**src/sv/pedh_pkg.sv**
```systemverilog
// ----------------------------------------------------------------------------
// Particle energy distance histogram package
// Shared types, codes and reset values.
// ----------------------------------------------------------------------------
`default_nettype none

package pedh_pkg;

    localparam logic [1:0] OP_RECORD     = 2'd0;
    localparam logic [1:0] OP_READ       = 2'd1;
    localparam logic [1:0] OP_READ_CLEAR = 2'd2;

    localparam logic [2:0] REG_ENERGY_MIN       = 3'd0;
    localparam logic [2:0] REG_ENERGY_MAX       = 3'd1;
    localparam logic [2:0] REG_ENERGY_SCALE     = 3'd2;
    localparam logic [2:0] REG_DIST_MAX         = 3'd3;
    localparam logic [2:0] REG_DIST_SCALE       = 3'd4;
    localparam logic [2:0] REG_ENERGY_BINS_USED = 3'd5;
    localparam logic [2:0] REG_DIST_BINS_USED   = 3'd6;

    localparam logic [31:0] ID_PHOTON   = 32'd22;
    localparam logic [31:0] ID_ELECTRON = 32'd11;
    localparam logic [31:0] ID_POSITRON = 32'hFFFF_FFF5;

    typedef enum logic [2:0] {
        ST_COUNTED      = 3'd0,
        ST_UNTRACKED    = 3'd1,
        ST_ENERGY_RANGE = 3'd2,
        ST_TOO_FAR      = 3'd3,
        ST_READ_DONE    = 3'd4
    } t_status;

    typedef enum logic [1:0] {
        LANE_PHOTON   = 2'd0,
        LANE_ELECTRON = 2'd1,
        LANE_POSITRON = 2'd2
    } t_lane;

    typedef enum logic [2:0] {
        S_CLEAR,
        S_IDLE,
        S_ADDR,
        S_MOD,
        S_OUT
    } t_state;

    typedef struct packed {
        logic [15:0] energy_min;
        logic [15:0] energy_max;
        logic [23:0] energy_scale;
        logic [31:0] dist_max;
        logic [31:0] dist_scale;
        logic [8:0]  energy_bins_used;
        logic [6:0]  dist_bins_used;
    } t_cfg;

    localparam t_cfg CFG_RESET = '{
        energy_min:       16'd1792,
        energy_max:       16'd6144,
        energy_scale:     24'd2560,
        dist_max:         32'd1000000,
        dist_scale:       32'd274878,
        energy_bins_used: 9'd170,
        dist_bins_used:   7'd64
    };

endpackage

`default_nettype wire

```
**src/sv/pedh_binner.sv**
```systemverilog
// ----------------------------------------------------------------------------
// Bin address unit
// Scales log energy and distance by their reciprocal bin widths, registers
// the products and clamps them into a row-by-distance memory address.
// ----------------------------------------------------------------------------
`default_nettype none

module pedh_binner #(
    parameter int ENERGY_BINS = 256,
    parameter int DIST_BINS   = 64,
    localparam int AW = (ENERGY_BINS * DIST_BINS > 1) ? $clog2(ENERGY_BINS * DIST_BINS) : 1
) (
    input  wire logic           i_clk,
    input  wire logic           i_load,
    input  wire logic [15:0]    i_log_energy,
    input  wire logic [31:0]    i_distance,
    input  wire pedh_pkg::t_cfg i_cfg,
    output logic [AW-1:0]       o_addr
);
    import pedh_pkg::*;

    localparam int EIW = (ENERGY_BINS > 1) ? $clog2(ENERGY_BINS) : 1;
    localparam int DIW = (DIST_BINS > 1) ? $clog2(DIST_BINS) : 1;

    logic [15:0] e_diff;
    logic [39:0] e_prod;
    logic [63:0] d_prod;
    logic [23:0] r_eq;
    logic [31:0] r_dq;
    logic [23:0] e_lim;
    logic [31:0] d_lim;
    logic [23:0] e_clamp;
    logic [31:0] d_clamp;

    assign e_diff = i_log_energy - i_cfg.energy_min;
    assign e_prod = 40'(e_diff) * 40'(i_cfg.energy_scale);
    assign d_prod = 64'(i_distance) * 64'(i_cfg.dist_scale);

    always_ff @(posedge i_clk) begin
        if (i_load) begin
            r_eq <= e_prod[39:16];
            r_dq <= d_prod[63:32];
        end
    end

    always_comb begin
        if (i_cfg.energy_bins_used == '0) begin
            e_lim = 24'd1;
        end else if (24'(i_cfg.energy_bins_used) > 24'(ENERGY_BINS)) begin
            e_lim = 24'(ENERGY_BINS);
        end else begin
            e_lim = 24'(i_cfg.energy_bins_used);
        end
        if (i_cfg.dist_bins_used == '0) begin
            d_lim = 32'd1;
        end else if (32'(i_cfg.dist_bins_used) > 32'(DIST_BINS)) begin
            d_lim = 32'(DIST_BINS);
        end else begin
            d_lim = 32'(i_cfg.dist_bins_used);
        end
        e_clamp = (r_eq >= e_lim) ? (e_lim - 24'd1) : r_eq;
        d_clamp = (r_dq >= d_lim) ? (d_lim - 32'd1) : r_dq;
    end

    assign o_addr = AW'(d_clamp[DIW-1:0]) * AW'(ENERGY_BINS) + AW'(e_clamp[EIW-1:0]);

endmodule

`default_nettype wire

```
**config.mk**
```make
export PLATFORM = sky130hd
export DESIGN_NAME = pedh_binner
export DESIGN_NICKNAME = d
export VERILOG_FILES = /design/src/sv/pedh_pkg.sv /design/src/sv/pedh_binner.sv
export SDC_FILE = /design/constraint.sdc
export NUM_CORES = 2
export LEC_CHECK = 0
export ABC_AREA = 0
export ABC_CLOCK_PERIOD_IN_PS = 24800
export BUFFER_PORTS_ARGS = -buffer_cell sky130_fd_sc_hd__buf_2
export CORE_MARGIN = 3
export CORE_UTILIZATION = 40
export CTS_CLUSTER_SIZE = 40
export DETAILED_ROUTE_END_ITERATION = 6
export PLACE_DENSITY = 0.55
export SYNTH_ARGS = -nofsm -noshare
export SYNTH_HDL_FRONTEND = slang
export SYNTH_SLANG_ARGS = --single-unit
```
**constraint.sdc**
```tcl
create_clock -name i_clk -period 24.8 [get_ports i_clk]
set_clock_uncertainty 0.05 [all_clocks]
set_input_delay 4.96 -clock i_clk [delete_from_list [all_inputs] [get_ports i_clk]]
set_output_delay 4.96 -clock i_clk [all_outputs]
set_load 0.005 [all_outputs]
```
==> Word level (Yosys, flattened, before mapping) <==
Cells that the tools add are included.
{ "word_totals": {"ff_bits": 56, "in_bits": 186, "wordCells": 20} }
{ "classes": {"n_addsub": 4, "multipliers": 2, "order_cmp": 4, "mux": 6, "n_reduce_logical": 2} }
{ "op_table": {"columns": ["cell", "n"], "rows": [
  ["32-bit by 32-bit multiplier with 64-bit output", 1],
  ["16-bit by 24-bit multiplier with 40-bit output", 1],
  ["32-bit by 7-bit >= comparator with 1-bit output", 1],
  ["24-bit by 9-bit >= comparator with 1-bit output", 1],
  ["9-bit two-way mux", 2],
  ["16-bit subtractor", 1],
  ["14-bit by 8-bit adder with 14-bit output", 1],
  ["7-bit two-way mux", 2],
  ["9-bit greater-than comparator, second input constant", 1],
  ["9-bit logical NOT", 1],
  ["8-bit two-way mux", 1],
  ["8-bit by 1-bit subtractor with 8-bit output, second input constant", 1],
  ["7-bit greater-than comparator, second input constant", 1],
  ["7-bit logical NOT", 1],
  ["6-bit two-way mux", 1],
  ["6-bit by 1-bit subtractor with 6-bit output, second input constant", 1]
]} }

==> Logic depth before layout (Yosys ltp) <==
{ "logic_depth": {"ltp_word": 6, "mapped_depth": 37, "depth_no_buf": 36} }

==> Worst setup path before layout <==
OpenSTA, ideal clock, no wires.
{ "synth_path": {"kind": "input-to-reg", "from": "in i_log_energy[0]", "to": "reg r_eq[20] (data pin)", "setup_time_ns": 0.263, "arrival_time_ns": 12.634, "slack_ns": 11.853, "cell_stages": 35, "n_path_buf": 1, "cell_sequence": "inv_1 -> ha_1 -> inv_1 -> fa_1 -> a21o_1 -> a21oi_1 -> o21ai_0 -> a21oi_1 -> o21ai_1 -> a211oi_1 -> o21ai_0 -> a2111o_1 -> o211ai_2 -> buf_2 -> nand2_1 -> fa_1 -> fa_1 -> inv_1 -> fa_1 -> fa_1 -> fa_1 -> inv_1 -> fa_1 -> inv_1 -> ha_1 -> a21o_1 -> a21o_1 -> a21oi_1 -> o211ai_2 -> a221oi_4 -> o21ai_2 -> a221oi_4 -> o21ai_0 -> a211oi_1 -> nor2_1"} }
{ "synth_between": {"elab_chain_len": 2} }
{ "synth_lines": {"columns": ["element", "line_no", "rtl"], "rows": [
  ["start: declaration", "pedh_binner.sv:15", "input wire logic [15:0] i_log_energy,"],
  ["16-bit subtractor", "pedh_binner.sv:35", "assign e_diff = i_log_energy - i_cfg.energy_min;"],
  ["16-bit by 24-bit multiplier with 40-bit output", "pedh_binner.sv:36", "assign e_prod = 40'(e_diff) * 40'(i_cfg.energy_scale);"],
  ["via e_prod[36]", "pedh_binner.sv:26", "logic [39:0] e_prod;"],
  ["end signal: assignment", "pedh_binner.sv:41", "r_eq <= e_prod[39:16];"],
  ["end: declaration", "pedh_binner.sv:28", "logic [23:0] r_eq;"]
]} }
The timed path passes the listed nets, and every way through them passes these cells.
A chain may end at the register's enable or synchronous reset.

==> Final worst setup path <==
{ "layout_path": {"from": "in i_log_energy[0]", "to": "reg r_eq[23] (data pin)"} }
Same word-level chain as after synthesis.

==> qor.csv <==
metric,value,unit
post_cts_setup_bufs,0,
synth_xor_xnor_area_share,1.44,%
detailed_place_hpwl,98100,um
clockBufferDepth,2,
hold_violations,0,
cts_htree_levels,2,
start_util,40.5,%
post_synth_num_cell_types,71,
timing.critical_path.slowest_stage_cell,sky130_fd_sc_hd__fa_1,
grt_start_max_net_pins,57,
portBuffers,151,
cp.depth,35,
number_of_cts_inserted_buffers,5,
globalplace.congestion,0.826,
fp.dieW,353,um
area_growth_syn_to_layout,4.90,%
critical-path-top-delay-family,compound AO/OA/AOI/OAI gates,
layout.nets,7218,
synth.cell_area,0.0481,sq mm
fp.coreArea,0.119,sq mm
timing.critical_path.buf_inv,6,
yosys_warnings,0,
postSynth.topFlopCell,sky130_fd_sc_hd__edfxtp_1,
outcome,"complete, no violations",
synth_top_family_by_area,adder cells,
asyncSetResetFlopFracSynth,0,%
tns,0,ns
critical_path.max_fanout,24,
grt-ovfl-total,0,
layout_commonest_cell,sky130_fd_sc_hd__inv_1,
synth.top_cells.by_area,"sky130_fd_sc_hd__fa_1 50%, sky130_fd_sc_hd__inv_1 11%, sky130_fd_sc_hd__ha_1 10%, sky130_fd_sc_hd__nand2_1 8.4%, sky130_fd_sc_hd__and2_1 4.4%",
vias_per_cell,5.07,
cpPeakStageDelay,0.52,ns
synth_simple_gate_area_share,16.1,%
hold_slack,5.32,ns
via_count,35656,
synth.area.mux_share,0.177,%
synth.avg_cell_area,8.73,sq um
cts.sinks,56,
end_kind,flop,
number_of_buffers_inserted_by_hold_repair_at_cts,0,
synth_fp_nets,7299,
hold_path.startpoint,i_load,
synth_adder_area_share,60.5,%
layout_worst_path_cycle_share,57.7,%
setup_viol,0,
floorplan.rows,126,
compound_gate_fraction_of_synth_area,4.92,%
wl_per_cell,18.5,um
clock-root-buffer,sky130_fd_sc_hd__clkbuf_16,
critPathLaunchType,input port,
height_of_the_chip,353,um
layout-drive-gt1-share,4.83,%
ant_nets,0,
critPathArrivalTime,14.30,ns
max_clock_freq,69.9,MHz
yosysTopAreaCell,sky130_fd_sc_hd__fa_1,
drt_wl_total,130000,um
slew_viol_final,0,
synth_sequential_area_ratio,3.50,%
max-slew-margin-rel,27.2,%
detailedRoute.firstPassIterationCount,5,
finalInstanceArea,0.0505,sq mm
synth-edff-count,56,
global_route.usage.total,21.7,%
timing.critical_path.required,24.79,ns
grt_first_pass_wirelength,215000,um
ys_seq_elements,56,
synth_cells,5509,
rsz0062_at_grt,false,
mostFrequentLayoutCells,"1403 x sky130_fd_sc_hd__inv_1, 1201 x sky130_fd_sc_hd__fa_1, 1073 x sky130_fd_sc_hd__nand2_1, 403 x sky130_fd_sc_hd__ha_1, 337 x sky130_fd_sc_hd__and2_1",
cts.clk_slew.worst_paths,0.08,ns
dr.first_iter.drc_count,1774,
grt_antenna_before_repair,10,
postCtsResizedCells,0,
timing.critical_path.from,i_log_energy[0],
drcViolationCount,0,
post-synth-top-area-fraction,50.0,%
timing.max_cap.violations,0,
via_count_of_the_first_global_routing_pass,38907,
hold_path_depth,2,
tritoncts,built,
worstMarginPinSlew,1.09,ns
crit_type,in -> reg,
floorplan.die_area,0.124,sq mm
placed_area,0.0503,sq mm
boundaryPins,200,
critPathMostFrequentCell,sky130_fd_sc_hd__fa_1,
min_path_type,in -> reg,
period_needed,14.31,ns
synth_stat cells (3+ instances only):
| cell type | n |
|---|---|
| sky130_fd_sc_hd__inv_1 | 1403 |
| sky130_fd_sc_hd__fa_1 | 1201 |
| sky130_fd_sc_hd__nand2_1 | 1073 |
| sky130_fd_sc_hd__ha_1 | 403 |
| sky130_fd_sc_hd__and2_1 | 337 |
| sky130_fd_sc_hd__clkbuf_1 | 298 |
| sky130_fd_sc_hd__a21oi_1 | 94 |
| sky130_fd_sc_hd__nand3_1 | 80 |
| sky130_fd_sc_hd__nor2_1 | 57 |
| sky130_fd_sc_hd__edfxtp_1 | 56 |
| sky130_fd_sc_hd__xnor2_1 | 56 |
| sky130_fd_sc_hd__and3_1 | 50 |
| sky130_fd_sc_hd__a21o_1 | 47 |
| sky130_fd_sc_hd__o21ai_0 | 40 |
| sky130_fd_sc_hd__o211ai_1 | 28 |
| sky130_fd_sc_hd__a31oi_1 | 24 |
| sky130_fd_sc_hd__xor2_1 | 23 |
| sky130_fd_sc_hd__nor2b_1 | 22 |
| sky130_fd_sc_hd__a211oi_1 | 21 |
| sky130_fd_sc_hd__nand2b_1 | 21 |
| sky130_fd_sc_hd__nand4_1 | 19 |
| sky130_fd_sc_hd__nor4_1 | 19 |
| sky130_fd_sc_hd__nor3_1 | 15 |
| sky130_fd_sc_hd__o211a_1 | 15 |
| sky130_fd_sc_hd__o21bai_1 | 12 |
| sky130_fd_sc_hd__buf_1 | 7 |
| sky130_fd_sc_hd__a21oi_2 | 4 |
| sky130_fd_sc_hd__and4_1 | 4 |
| sky130_fd_sc_hd__buf_2 | 4 |
| sky130_fd_sc_hd__mux2_2 | 4 |
| sky130_fd_sc_hd__mux2i_1 | 4 |
| sky130_fd_sc_hd__o21a_1 | 4 |
| sky130_fd_sc_hd__o21ai_1 | 4 |
| sky130_fd_sc_hd__o31ai_1 | 4 |
| sky130_fd_sc_hd__a211o_1 | 3 |
| sky130_fd_sc_hd__a21boi_0 | 3 |
| sky130_fd_sc_hd__a31o_2 | 3 |
| sky130_fd_sc_hd__o31a_1 | 3 |
| sky130_fd_sc_hd__or4_1 | 3 |
registers in the layout, summed over array words and instances (netlist names):
signal  flops
r_dq       32
r_eq       24
stage by stage:
stage,setup WS [ns],util (%),instances
after floorplan,11.85,-,5509
after global placement,10.11,42.4,7021
after detailed placement,10.06,42.4,7021
after CTS,10.36,42.5,7029
after global routing,9.94,42.5,7030
final,10.49,42.5,7036
worst paths after layout:
path	endpoint
worst max-delay path	r_eq[23]$_DFFE_PP_
worst min-delay path	r_dq[26]$_DFFE_PP_
metal layers:
metal | wire length, um | vias up | share of wire, % | track usage [%]
met5 | 18 | - | 0.014 | 0
met4 | 2480 | 4 | 1.9 | 4.52
met3 | 6010 | 174 | 4.6 | 1.73
met2 | 63900 | 868 | 49 | 37.3
met1 | 57800 | 18714 | 44 | 30.1
li1 | - | 15896 | - | -
final cells by class:
class / count / area, sq um
inverters: 1404 / 5270
clock inverters: 3 / 28.8
diodes: 7 / 17.5
repair buffers: 221 / 1280
flip-flops and latches: 56 / 1680
multi-input cells: 3740 / 40100
fillers: 12065 / 68300
clock buffers: 5 / 125
well taps: 1600 / 2000
kinds of logic after synthesis:
kind of cell | after synthesis
compound gates | 342
xor+xnor | 79
fa+ha+maj | 1604
buf+inv | 1713
flops | 56
mux | 8
simple gates | 1707
Power is not shown: default switching activity piles up to over one toggle a cycle in this logic, so the estimate is an artifact.
